**config.mk**
```make
export PLATFORM = sky130hd
export DESIGN_NAME = tcp_syn_mss_clamp_core
export DESIGN_NICKNAME = d
export VERILOG_FILES = /design/src/mssc_pkg.sv /design/src/tcp_syn_mss_clamp_core.sv /design/src/mssc_front.sv /design/src/mssc_queue.sv /design/src/mssc_back.sv
export SDC_FILE = /design/constraint.sdc
export NUM_CORES = 1
export LEC_CHECK = 0
export BUFFER_PORTS_ARGS = -buffer_cell sky130_fd_sc_hd__buf_2
export CORE_UTILIZATION = 45
export DETAILED_ROUTE_END_ITERATION = 10
export PLACE_DENSITY_LB_ADDON = 0.05
export SETUP_SLACK_MARGIN = 0.4
export SYNTH_ARGS = -nofsm -noshare
export SYNTH_HDL_FRONTEND = slang
export SYNTH_SLANG_ARGS = --single-unit
```
**constraint.sdc**
```tcl
create_clock -name i_clk -period 10.1 [get_ports i_clk]
set_clock_uncertainty 0.15 [all_clocks]
set_input_delay 1.515 -clock i_clk [delete_from_list [all_inputs] [get_ports i_clk]]
set_output_delay 1.515 -clock i_clk [all_outputs]
set_load 0.02 [all_outputs]
```
**src/mssc_pkg.sv**
```systemverilog
// Shared types, constants and checksum helper for the TCP SYN MSS clamp.
package mssc_pkg;

    // Fixed TCP header length in bytes and header field positions
    localparam int HDR_FIXED_LEN  = 20;
    localparam int POS_DATA_OFF   = 12;
    localparam int POS_FLAGS      = 13;
    localparam int POS_CSUM_HI    = 16;
    localparam int POS_CSUM_LO    = 17;
    localparam int POS_LAST_FIXED = 19;
    localparam int POS_MAX        = 63;

    // Option kinds and MSS option rules
    localparam logic [7:0] OPT_END     = 8'd0;
    localparam logic [7:0] OPT_NOP     = 8'd1;
    localparam logic [7:0] OPT_MSS     = 8'd2;
    localparam logic [7:0] MSS_OPT_LEN = 8'd4;
    localparam int         MSS_FLOOR   = 128;

    // Event queue depth between parser and clamp unit
    localparam int QUEUE_DEPTH = 4;

    // Configuration register indexes
    localparam logic REG_MSS_LIMIT = 1'b0;

    // Parser event: an MSS option value, the segment end, or both
    typedef struct packed {
        logic        has_mss;
        logic        is_end;
        logic        trunc;
        logic [15:0] old_mss;
        logic [5:0]  mss_offset;
        logic [15:0] checksum;
    } t_evt;

    // Result item, laid out so that it equals the output tdata word
    typedef struct packed {
        logic [15:0] new_checksum;
        logic [5:0]  mss_offset;
        logic [15:0] new_mss;
        logic [15:0] old_mss;
        logic        mss_changed;
        logic        mss_found;
    } t_res;

    // Incremental one's complement checksum update: ~(~hc + ~m + m')
    function automatic logic [15:0] csum_adjust(input logic [15:0] hc,
                                                input logic [15:0] m_old,
                                                input logic [15:0] m_new);
        logic [17:0] s0;
        logic [16:0] s1;
        logic [15:0] s2;
        s0 = {2'b00, ~hc} + {2'b00, ~m_old} + {2'b00, m_new};
        s1 = {1'b0, s0[15:0]} + {15'd0, s0[17:16]};
        s2 = s1[15:0] + {15'd0, s1[16]};
        return ~s2;
    endfunction

endpackage

```
**src/tcp_syn_mss_clamp_core.sv**
```systemverilog
// Timing: the segment-end event passes the event queue and output register; an
// MSS option ending on the last byte is applied first; backpressure adds delay.
// Throughput: one byte per cycle while the event queue is not full; the parser
// sets the rate; the queue absorbs clamp-unit steps and output stalls.
// Reset: synchronous active-low; clears parser, queue and clamp control state,
// and the mss_limit register reads 0.
module tcp_syn_mss_clamp_core #(
    parameter int Q_DEPTH = mssc_pkg::QUEUE_DEPTH
) (
    input  logic        i_clk,
    input  logic        i_rst_n,
    // Slave stream: tdata[7:0] = data_byte, tlast = last_byte
    input  logic        s_axis_tvalid,
    output logic        s_axis_tready,
    input  logic [7:0]  s_axis_tdata,
    input  logic        s_axis_tlast,
    // Master stream: tdata[0] mss_found, [1] mss_changed, [17:2] old_mss,
    // [33:18] new_mss, [39:34] mss_offset, [55:40] new_checksum
    output logic        m_axis_tvalid,
    input  logic        m_axis_tready,
    output logic [55:0] m_axis_tdata,
    // Configuration port
    input  logic        psel,
    input  logic        penable,
    input  logic        pwrite,
    input  logic [2:0]  paddr,
    input  logic [31:0] pwdata,
    output logic [31:0] prdata,
    output logic        pready
);

    logic signed [16:0] r_mss_limit;
    logic               push;
    logic               full;
    logic               q_valid;
    logic               pop;
    mssc_pkg::t_evt     evt_in;
    mssc_pkg::t_evt     evt_out;
    mssc_pkg::t_res     res;

    // Configuration register write and read
    assign pready = 1'b1;
    always_ff @(posedge i_clk) begin
        if (!i_rst_n) begin
            r_mss_limit <= '0;
        end else if (psel && penable && pwrite && pready &&
                     paddr[2] == mssc_pkg::REG_MSS_LIMIT) begin
            r_mss_limit <= $signed(pwdata[16:0]);
        end
    end
    assign prdata = (paddr[2] == mssc_pkg::REG_MSS_LIMIT) ?
                    {15'd0, r_mss_limit} : 32'd0;

    assign s_axis_tready = !full;

    mssc_front u_front (
        .i_clk   (i_clk),
        .i_rst_n (i_rst_n),
        .i_valid (s_axis_tvalid),
        .i_ready (s_axis_tready),
        .i_byte  (s_axis_tdata),
        .i_last  (s_axis_tlast),
        .o_push  (push),
        .o_evt   (evt_in)
    );

    mssc_queue #(
        .DEPTH (Q_DEPTH)
    ) u_queue (
        .i_clk   (i_clk),
        .i_rst_n (i_rst_n),
        .i_push  (push),
        .i_evt   (evt_in),
        .o_full  (full),
        .i_pop   (pop),
        .o_valid (q_valid),
        .o_evt   (evt_out)
    );

    mssc_back u_back (
        .i_clk       (i_clk),
        .i_rst_n     (i_rst_n),
        .i_cfg_limit (r_mss_limit),
        .i_valid     (q_valid),
        .i_evt       (evt_out),
        .o_pop       (pop),
        .o_res_valid (m_axis_tvalid),
        .i_res_ready (m_axis_tready),
        .o_res       (res)
    );

    assign m_axis_tdata = res;

`ifndef SYNTHESIS
    // Never push into a full queue
    a_no_overflow: assert property (@(posedge i_clk) disable iff (!i_rst_n)
        push |-> !full)
        else $error("event pushed into full queue");

    // A lowered MSS implies an option was found
    a_changed_found: assert property (@(posedge i_clk) disable iff (!i_rst_n)
        (m_axis_tvalid && m_axis_tdata[1]) |-> m_axis_tdata[0])
        else $error("mss_changed without mss_found");

    // A lowered MSS lies above the floor and below the old value
    a_new_range: assert property (@(posedge i_clk) disable iff (!i_rst_n)
        (m_axis_tvalid && m_axis_tdata[1]) |->
        (m_axis_tdata[33:18] > 16'd128) && (m_axis_tdata[33:18] < m_axis_tdata[17:2]))
        else $error("new MSS out of range");

    // Output is idle right after reset
    a_reset_idle: assert property (@(posedge i_clk) disable iff (!i_rst_n)
        $past(!i_rst_n) |-> !m_axis_tvalid)
        else $error("result valid after reset");
`endif

endmodule

```
**src/mssc_front.sv**
```systemverilog
// Byte parser: tracks header fields, walks TCP options and emits events.
module mssc_front (
    input  logic               i_clk,
    input  logic               i_rst_n,
    input  logic               i_valid,
    input  logic               i_ready,
    input  logic [7:0]         i_byte,
    input  logic               i_last,
    output logic               o_push,
    output mssc_pkg::t_evt     o_evt
);

    localparam logic [2:0] PH_FIXED  = 3'd0;
    localparam logic [2:0] PH_TYPE   = 3'd1;
    localparam logic [2:0] PH_LEN    = 3'd2;
    localparam logic [2:0] PH_SKIP   = 3'd3;
    localparam logic [2:0] PH_MSS_HI = 3'd4;
    localparam logic [2:0] PH_MSS_LO = 3'd5;

    logic [5:0]  r_pos, n_pos;
    logic [5:0]  r_hdr, n_hdr;
    logic        r_syn, n_syn;
    logic [15:0] r_csum, n_csum;
    logic [2:0]  r_phase, n_phase;
    logic [7:0]  r_code, n_code;
    logic [7:0]  r_left, n_left;
    logic [7:0]  r_mss_hi, n_mss_hi;
    logic        r_done, n_done;

    logic        accept;
    logic        walk;
    logic        mss_hit;
    logic [6:0]  pos_inc;
    logic [8:0]  opt_end;
    logic [7:0]  left_len;
    logic [7:0]  left_dec;

    assign accept   = i_valid && i_ready;
    assign pos_inc  = {1'b0, r_pos} + 7'd1;
    assign opt_end  = {3'b000, r_pos - 6'd1} + {1'b0, i_byte};
    assign left_len = i_byte - 8'd2;
    assign left_dec = r_left - 8'd1;
    assign walk     = (r_pos >= 6'(mssc_pkg::HDR_FIXED_LEN)) && !r_done && (r_pos < r_hdr);

    // Parse one byte: fixed header capture, then the option walk
    always_comb begin
        n_pos    = r_pos;
        n_hdr    = r_hdr;
        n_syn    = r_syn;
        n_csum   = r_csum;
        n_phase  = r_phase;
        n_code   = r_code;
        n_left   = r_left;
        n_mss_hi = r_mss_hi;
        n_done   = r_done;
        mss_hit  = 1'b0;

        if (r_pos == 6'd0) begin
            n_phase = PH_FIXED;
            n_done  = 1'b0;
        end

        if (r_pos < 6'(mssc_pkg::HDR_FIXED_LEN)) begin
            if (r_pos == 6'(mssc_pkg::POS_DATA_OFF)) begin
                n_hdr = {i_byte[7:4], 2'b00};
            end else if (r_pos == 6'(mssc_pkg::POS_FLAGS)) begin
                n_syn = i_byte[1];
            end else if (r_pos == 6'(mssc_pkg::POS_CSUM_HI)) begin
                n_csum = {i_byte, 8'd0};
            end else if (r_pos == 6'(mssc_pkg::POS_CSUM_LO)) begin
                n_csum = {r_csum[15:8], i_byte};
            end else if (r_pos == 6'(mssc_pkg::POS_LAST_FIXED)) begin
                n_phase = PH_TYPE;
                if (!r_syn) begin
                    n_done = 1'b1;
                end
            end
        end else if (walk) begin
            case (r_phase)
                PH_TYPE: begin
                    if (i_byte == mssc_pkg::OPT_END) begin
                        n_done = 1'b1;
                    end else if (i_byte != mssc_pkg::OPT_NOP) begin
                        if (pos_inc >= {1'b0, r_hdr}) begin
                            n_done = 1'b1;
                        end else begin
                            n_code  = i_byte;
                            n_phase = PH_LEN;
                        end
                    end
                end
                PH_LEN: begin
                    if (opt_end > {3'b000, r_hdr}) begin
                        n_done = 1'b1;
                    end else if (r_code == mssc_pkg::OPT_MSS &&
                                 i_byte == mssc_pkg::MSS_OPT_LEN) begin
                        n_phase = PH_MSS_HI;
                    end else if (i_byte < 8'd2) begin
                        n_done = 1'b1;
                    end else begin
                        n_left  = left_len;
                        n_phase = (left_len != 8'd0) ? PH_SKIP : PH_TYPE;
                    end
                end
                PH_SKIP: begin
                    n_left = left_dec;
                    if (left_dec == 8'd0) begin
                        n_phase = PH_TYPE;
                    end
                end
                PH_MSS_HI: begin
                    n_mss_hi = i_byte;
                    n_phase  = PH_MSS_LO;
                end
                PH_MSS_LO: begin
                    // Clamp unit drops later options once it has lowered one
                    mss_hit = 1'b1;
                    n_phase = PH_TYPE;
                end
                default: begin
                    n_done = 1'b1;
                end
            endcase
        end

        // Advance the saturating position; restart at segment end
        if (i_last) begin
            n_pos = 6'd0;
        end else if (r_pos < 6'(mssc_pkg::POS_MAX)) begin
            n_pos = pos_inc[5:0];
        end
    end

    // Build the event for the queue
    always_comb begin
        o_evt.has_mss    = mss_hit;
        o_evt.is_end     = i_last;
        o_evt.trunc      = (pos_inc < 7'(mssc_pkg::HDR_FIXED_LEN)) ||
                           (pos_inc < {1'b0, r_hdr});
        o_evt.old_mss    = {r_mss_hi, i_byte};
        o_evt.mss_offset = r_pos - 6'd1;
        o_evt.checksum   = r_csum;
    end

    assign o_push = accept && (mss_hit || i_last);

    // Hold parser state between bytes
    always_ff @(posedge i_clk) begin
        if (!i_rst_n) begin
            r_pos   <= 6'd0;
            r_hdr   <= 6'd0;
            r_syn   <= 1'b0;
            r_phase <= PH_FIXED;
            r_done  <= 1'b0;
        end else if (accept) begin
            r_pos   <= n_pos;
            r_hdr   <= n_hdr;
            r_syn   <= n_syn;
            r_phase <= n_phase;
            r_done  <= n_done;
        end
    end

    always_ff @(posedge i_clk) begin
        if (accept) begin
            r_csum   <= n_csum;
            r_code   <= n_code;
            r_left   <= n_left;
            r_mss_hi <= n_mss_hi;
        end
    end

endmodule

```
**src/mssc_queue.sv**
```systemverilog
// Small event queue between the parser and the clamp unit.
module mssc_queue #(
    parameter int DEPTH = mssc_pkg::QUEUE_DEPTH
) (
    input  logic            i_clk,
    input  logic            i_rst_n,
    input  logic            i_push,
    input  mssc_pkg::t_evt  i_evt,
    output logic            o_full,
    input  logic            i_pop,
    output logic            o_valid,
    output mssc_pkg::t_evt  o_evt
);

    localparam int PW = (DEPTH > 1) ? $clog2(DEPTH) : 1;
    localparam int CW = $clog2(DEPTH + 1);

    mssc_pkg::t_evt r_mem [DEPTH];
    logic [PW-1:0]  r_wr;
    logic [PW-1:0]  r_rd;
    logic [CW-1:0]  r_cnt;

    assign o_full  = (r_cnt == CW'(DEPTH));
    assign o_valid = (r_cnt != '0);
    assign o_evt   = r_mem[r_rd];

    // Store entries at the write pointer
    always_ff @(posedge i_clk) begin
        if (i_push) begin
            r_mem[r_wr] <= i_evt;
        end
    end

    // Advance pointers and occupancy
    always_ff @(posedge i_clk) begin
        if (!i_rst_n) begin
            r_wr  <= '0;
            r_rd  <= '0;
            r_cnt <= '0;
        end else begin
            if (i_push) begin
                r_wr <= (r_wr == PW'(DEPTH - 1)) ? '0 : r_wr + 1'b1;
            end
            if (i_pop) begin
                r_rd <= (r_rd == PW'(DEPTH - 1)) ? '0 : r_rd + 1'b1;
            end
            if (i_push && !i_pop) begin
                r_cnt <= r_cnt + 1'b1;
            end else if (!i_push && i_pop) begin
                r_cnt <= r_cnt - 1'b1;
            end
        end
    end

endmodule

```
**src/mssc_back.sv**
```systemverilog
// Clamp unit: applies the MSS limit per option and forms the result item.
module mssc_back (
    input  logic               i_clk,
    input  logic               i_rst_n,
    input  logic signed [16:0] i_cfg_limit,
    input  logic               i_valid,
    input  mssc_pkg::t_evt     i_evt,
    output logic               o_pop,
    output logic               o_res_valid,
    input  logic               i_res_ready,
    output mssc_pkg::t_res     o_res
);

    logic               r_fresh;
    logic               r_mss_done;
    logic               r_found;
    logic               r_changed;
    logic signed [17:0] r_run;
    logic [15:0]        r_old;
    logic [15:0]        r_new;
    logic [5:0]         r_off;
    logic [15:0]        r_hc;
    logic               r_ovalid;
    mssc_pkg::t_res     r_res;

    logic               do_mss;
    logic               do_end;
    logic               out_free;
    logic signed [17:0] lim_base;
    logic signed [17:0] lim_sum;
    logic signed [17:0] old_s;
    logic               lower;

    assign out_free = !r_ovalid || i_res_ready;
    assign do_mss   = i_valid && i_evt.has_mss && !r_mss_done;
    assign do_end   = i_valid && i_evt.is_end && !do_mss && out_free;
    assign o_pop    = (do_mss && !i_evt.is_end) || do_end;

    // Running limit: a negative limit absorbs the found MSS
    always_comb begin
        lim_base = r_fresh ? 18'(i_cfg_limit) : r_run;
        old_s    = $signed({2'b00, i_evt.old_mss});
        lim_sum  = (lim_base < 0) ? lim_base + old_s : lim_base;
        lower    = (lim_sum > $signed(18'(mssc_pkg::MSS_FLOOR))) && (old_s > lim_sum);
    end

    // Per-segment clamp state
    always_ff @(posedge i_clk) begin
        if (!i_rst_n) begin
            r_fresh    <= 1'b1;
            r_mss_done <= 1'b0;
            r_found    <= 1'b0;
            r_changed  <= 1'b0;
        end else if (do_end) begin
            r_fresh    <= 1'b1;
            r_mss_done <= 1'b0;
            r_found    <= 1'b0;
            r_changed  <= 1'b0;
        end else if (do_mss) begin
            r_mss_done <= i_evt.is_end;
            if (!r_changed) begin
                r_fresh <= 1'b0;
                r_found <= 1'b1;
                if (lower) begin
                    r_changed <= 1'b1;
                end
            end
        end
    end

    always_ff @(posedge i_clk) begin
        if (do_mss && !r_changed) begin
            r_run <= lim_sum;
            r_old <= i_evt.old_mss;
            if (lower) begin
                r_new <= lim_sum[15:0];
                r_off <= i_evt.mss_offset;
                r_hc  <= i_evt.checksum;
            end
        end
    end

    // Output register: load at segment end, hold until taken
    always_ff @(posedge i_clk) begin
        if (!i_rst_n) begin
            r_ovalid <= 1'b0;
        end else if (do_end) begin
            r_ovalid <= 1'b1;
        end else if (i_res_ready) begin
            r_ovalid <= 1'b0;
        end
    end

    always_ff @(posedge i_clk) begin
        if (do_end) begin
            if (i_evt.trunc) begin
                r_res <= '0;
            end else begin
                r_res.mss_found    <= r_found;
                r_res.mss_changed  <= r_changed;
                r_res.old_mss      <= r_found ? r_old : 16'd0;
                r_res.new_mss      <= r_changed ? r_new : 16'd0;
                r_res.mss_offset   <= r_changed ? r_off : 6'd0;
                r_res.new_checksum <= r_changed ?
                                      mssc_pkg::csum_adjust(r_hc, r_old, r_new) : 16'd0;
            end
        end
    end

    assign o_res_valid = r_ovalid;
    assign o_res       = r_res;

endmodule
```
# Word-level counts from Yosys, hierarchy flattened
# Memories as Yosys holds them, arrays and structs flattened. A register that Yosys moved wholly into a read port is not among the register bits.
# Index checks and enable logic that the tools add are counted.
[totals]
mem_bits_rw = 164
mem_count = 1
out_inout_bits = 91
wordCells = 202
regBits = 212
input_bits = 51
[memory_table]
columns = ["memory", "depth", "width", "read_ports", "rd_ports_with_merged_regs", "wr", "line_no", "text"]
rows = [
  ["u_queue.r_mem", 4, 41, 1, 1, 1, "mssc_queue.sv:18", "mssc_pkg::t_evt r_mem [DEPTH];"],
]
[op_classes]
n_lt_le_gt_ge = 12
bitwise_logic = 12
addsub = 14
n_eq_ne = 19
muxes = 59
reduce_logical = 55
[op_table]
columns = ["operator", "n"]
rows = [
  ["two-way mux 3 bit", 17],
  ["inverter 16 bit", 3],
  ["two-way mux 18 bit", 2],
  ["two-way mux 8 bit", 4],
  ["two-way mux 1 bit", 24],
  ["adder 18 x 16 -> 18 bit", 1],
  ["adder 18 x 17 -> 18 bit", 1],
  ["equality test 6 x 5 -> 1 bit (second input constant)", 3],
  ["greater-than comparator 17 x 18 -> 1 bit", 1],
  ["greater-than comparator 18 x 9 -> 1 bit (second input constant)", 1],
  ["logical AND 1 bit", 18],
  ["< comparator 18 x 1 -> 1 bit (second input constant)", 1],
  ["adder 16 x 16 -> 17 bit", 1],
  ["adder 16 x 2 -> 17 bit", 1],
  ["two-way mux 17 bit", 1],
  ["adder 16 x 1 -> 16 bit", 1],
  ["logical NOT 8 bit", 2],
  ["two-way mux 16 bit", 1],
  ["one-hot mux 8 bit (2 select lines)", 1],
  ["one-hot mux 3 bit (5 select lines)", 1],
  ["AND reduction 7 bit", 2],
  ["equality test 6 x 4 -> 1 bit (second input constant)", 2],
  ["two-way mux 6 bit", 2],
  ["two-way mux 2 bit", 5],
  ["other kinds (39)", 75],
]

# Depth between registers and ports, before layout
[depth]
ltp_word = 11
ltp_mapped = 37
mapped_depth_nobuf = 37

# Modules after synthesis
# From an unflattened synthesis, not the netlist that was laid out.
[hier_totals]
cells_unflattened = 1466
hier_area_um2 = 19241.0
[by_module_without_submodules]
columns = ["mod", "area_each_um2", "instances", "seq_area_each_um2", "cells_each"]
rows = [
  ["mssc_back", 8270.4, 1, 3943.8, 731],
  ["mssc_queue", 6426.2, 1, 5104.9, 259],
  ["mssc_front", 3589.7, 1, 1501.4, 364],
  ["tcp_syn_mss_clamp_core", 954.7, 1, 340.3, 112],
]

# Worst setup path after synthesis
# Ideal clock, no wire load.
[synth_timing]
path_type = "reg2reg"
start = "reg (tool-made name)"
end = "reg u_back.r_hc[0] (enable)"
path_buffers = 3
t_arrival_ps = 8645
slack_ps = 776
setup_ps = 528
synth_period_minus_slack_ps = 9324
path_stages_with_launch = 21
required_time_ps = 9422
cell_sequence = "dfxtp_1 clkbuf_1 buf_1 buf_1 mux4_2 ha_1 o21ai_0 a21boi_0 o211a_1 o21ai_0 a21oi_1 a21oi_1 xor2_1 o21ai_0 inv_1 ha_1 nand4_1 or4_1 o21ai_0 or4_1 nor4_1"
[synth_rtl]
columns = ["element", "line_no", "text"]
rows = [
  ["to (signal assigned)", "mssc_back.sv:78", "r_hc <= i_evt.checksum;"],
  ["to (decl)", "mssc_back.sv:22", "logic [15:0] r_hc;"],
]

# Final worst setup path
[layout_timing]
start = "reg u_back.r_old[0]"
end = "reg u_back.r_res, in the netlist u_back.o_res[55], data pin"
[layout_via]
elab_chain_cells = 6
[layout_rtl]
columns = ["element", "line_no", "text"]
rows = [
  ["from (decl)", "mssc_back.sv:19", "logic [15:0] r_old;"],
  ["from (signal assigned)", "mssc_back.sv:74", "r_old <= i_evt.old_mss;"],
  ["inverter 16 bit", "mssc_pkg.sv:53", "s0 = {2'b00, ~hc} + {2'b00, ~m_old} + {2'b00, m_new};"],
  ["adder 16 x 16 -> 17 bit", "mssc_pkg.sv:53", ""],
  ["adder 18 x 16 -> 18 bit", "mssc_pkg.sv:53", ""],
  ["adder 16 x 2 -> 17 bit", "mssc_pkg.sv:54", "s1 = {1'b0, s0[15:0]} + {15'd0, s0[17:16]};"],
  ["adder 16 x 1 -> 16 bit", "mssc_pkg.sv:55", "s2 = s1[15:0] + {15'd0, s1[16]};"],
  ["inverter 16 bit", "mssc_pkg.sv:56", "return ~s2;"],
  ["to (decl)", "mssc_back.sv:24", "mssc_pkg::t_res r_res;"],
]
# Every way passes these cells.
# A chain may end at the register's enable or synchronous reset.

==> results.py <==
metrics = {
    "timing": {
        "final.setup.tns_ns": 0,
        "finalSetupViolations": 0,
        "worst_pin_slew_ns": 1.10,
        "fmax_mhz": 123,
        "slew_headroom": 0.256,
        "slew_viol_final": 0,
        "finalCritPeriodShare": 0.807,
        "rsz0062_at_grt": "no",
        "period_needed_ns": 8.15,
        "hold_violations": 0,
    },
    "setup_path": {
        "slowest_stage": "ha_1",
        "end_kind": "flop",
        "crit_top_cell": "ha_1",
        "cp_slowest_stage_delay_ns": 0.46,
        "cp-start-kind": "flop",
        "reg2reg_from": "u_back.r_old[0]",
        "cpLargestDelayFamily": "simple AND/OR/NAND/NOR gates",
        "criticalPathCategory": "reg2reg",
        "crit_buf_inv": 2,
        "startpoint": "u_back.r_old[0]",
        "crit_required_ns": 10.27,
        "critical_path_arrival_ns": 8.32,
        "crit_path_max_fanout": 8,
    },
    "clock_network": {
        "clk_pin_slew_ns": 0.06,
        "cts_buffers": 40,
        "h-tree-depth": 2,
        "cts_tree": "yes",
        "root_buffer": "clkbuf_16",
        "cts-hold-fix-buffers": 0,
        "cts_setup_buffers": 0,
        "clk_latency_ns": 0.57,
        "cts_sinks": 378,
        "cts_resized": 0,
        "clockBufferDepth": 3,
    },
    "floorplan": {
        "dieArea_mm2": 0.0425,
        "core_area_mm2": 0.0409,
        "row_count": 74,
        "ios": 142,
        "initial_utilization": 0.458,
        "die_w_um": 206,
        "chipHeight_um": 206,
    },
    "placed_design": {
        "gp_congestion": 0.852,
        "port_buffers": 108,
        "placed_cell_area_mm2": 0.0198,
        "dp_hpwl_um": 29000,
    },
    "logic_synthesis": {
        "avgSynthCellArea_um2": 12.8,
        "yosysTopAreaCell": "edfxtp_1",
        "synthCells": 1460,
        "syn-cell-area_mm2": 0.0188,
        "synthArstFlopShare": 0,
        "synthTopCellsByArea": "edfxtp_1 53%, ha_1 6.5%, mux4_2 4.9%, dfxtp_1 4.9%, xnor2_1 2.4%",
        "synth.distinct_cells": 77,
        "synth_flop_cell": "edfxtp_1",
        "synth_warnings": 0,
        "synth-edff-count": 332,
        "yosysTopAreaCellShare": 0.532,
        "synth_seq_cells": 378,
        "ys_seq_area_frac": 0.581,
    },
    "pwr": {
        "finalPower_mw": 6.63,
        "powerDensity_mw_per_mm2": 312,
        "irDropWorstVdd_mv": 0.165,
        "leakagePower_nw": 8.00,
    },
    "cells_and_area": {
        "finish.utilization": 0.520,
        "layout.nets": 1730,
        "drive_gt1_frac": 0.169,
        "final_area_mm2": 0.0213,
        "areaGrowthSynthToFinish_pct": 13.4,
    },
    "grt": {
        "overflow": 0,
        "antenna_found_initial": 2,
        "grt_max_degree": 58,
        "track_usage": 0.200,
        "grt_pass1_vias": 11200,
        "grt_pass1_wl_um": 64100,
    },
    "drt": {
        "drtIter0Drc": 605,
        "routedWlPerCell_um": 19.5,
        "wirelength_um": 41800,
        "detail_route.vias_per_cell": 5.37,
        "drc": 0,
        "via_count": 11500,
        "firstDrtPassIters": 6,
        "antenna_left": 0,
    },
    "min_path": {
        "min_from": "u_back.r_found",
        "min_path_type": "reg2reg",
    },
    "run": {
        "drv_cap": 0,
    },
    "status": {
        "outcome": "completed",
    },
}
-- state kept, by name, indices dropped and copies added, names as in the netlist, 8 cells and up, named ones only --
name / flops
u_queue.r_mem: 164
u_back.o_res: 56
u_back.r_run: 18
r_mss_limit: 17
u_back.r_hc: 16
u_back.r_new: 16
u_back.r_old: 16
u_front.r_csum: 16
u_front.r_code: 8
u_front.r_left: 8
u_front.r_mss_hi: 8
-- metrics by stage --
step           setup WS (ns)  instances  hold WS [ns]
2_1_floorplan          0.776       1474         0.282
3_3_place_gp            1.94       2066         0.296
3_5_place_dp            1.95       2066         0.304
4_1_cts                 1.90       2140         0.318
5_1_grt                 1.03       2140         0.360
6_report                1.95       2141         0.310
-- worst paths after layout --
| check | end | slack, ns | cells past startpoint |
|---|---|---|---|
| max | u_back.o_res[55] | 1.95 | 34 |
| min | u_back.r_found | 0.31 | 2 |
| max reg2reg | u_back.o_res[55] | 1.95 | 34 |
| min reg2reg | u_back.r_found | 0.31 | 2 |
-- worst register-to-register path: cells and delay by family, from the launching register on --
| kind | cells | cell delay (ns) |
|---|---|---|
| DFF | 1 | 0.39 |
| buffers and inverters | 2 | 0.16 |
| and+or+nand+nor | 13 | 2.72 |
| xor gates and xnor gates | 1 | 0.23 |
| AOI/OAI and AO/OA | 12 | 2.55 |
| adders and majority gates | 6 | 1.68 |
-- power breakdown --
part,switching [mW],total [mW],internal [mW],leakage (nW)
clock network,0.626,1.59,0.962,0.692
registers,0.123,2.10,1.97,3.44
logic,1.76,2.94,1.18,3.86
total,2.51,6.63,4.12,8.00
-- cells in the mapped netlist (4+ instances only) --
library cell  count
or3_1            15
o21a_1            9
a211oi_1         13
nand3_1          26
a21o_1           22
edfxtp_1        332
o21ai_0          40
o21bai_1          6
nand2_1          90
a21boi_0         24
nor3_1           21
a21oi_1          67
o22ai_1           7
mux4_2           41
mux2i_1          21
dfxtp_1          46
fa_1              6
o211ai_1          6
buf_2             4
or4_1             7
nand4_1          16
buf_1             8
xnor2_1          51
nor2b_1          41
and3_1           17
nor2_1           82
mux2_2           13
nand2b_1         14
nor4_1            9
buf_4            16
nor3b_1          11
ha_1             97
inv_1            93
xor2_1           27
clkbuf_1         33
and2_1           59
-- kinds of logic after synthesis --
kind of cell,count (synthesis),synth area share
simple gates,431,0.122
flops,378,0.581
compound gates,234,0.0835
buf+inv,155,0.0345
fa+ha+maj,104,0.0717
xor+xnor,81,0.0390
mux,75,0.0683
other cells,2,0.000400
-- per-layer routing --
layer / GRT usage / part of all wire / wire length [µm]
met2: 0.336 / 0.48 / 20200
met4: 0.0714 / 0.029 / 1200
met1: 0.266 / 0.45 / 18800
met3: 0.0282 / 0.036 / 1490
met5: 0 / 0 / 0
-- cells in the final DEF, fill, tap and decap left out, types with 21 or more instances in the layout --
cell,instances
xnor2_1,51
inv_1,92
nand2_1,90
mux2i_1,21
a21boi_0,24
and2_1,55
ha_1,97
buf_2,108
nor2_1,81
a21o_1,22
a21oi_1,67
dfxtp_1,44
nor2b_1,41
nor3_1,21
edfxtp_1,332
clkbuf_16,40
nand3_1,26
xor2_1,27
mux4_2,41
o21ai_0,40
-- cell type report --
class,count,area (µm²)
Tap cell,532,666
Inverter,94,353
Multi-Input combinational cell,941,7290
Antenna cell,1,2.50
Fill cell,3527,19700
Clock inverter,25,358
Timing Repair Buffer,121,638
Clock buffer,49,1060
Sequential cell,378,10900
No activity file was read; power rests on OpenSTA's default activity.
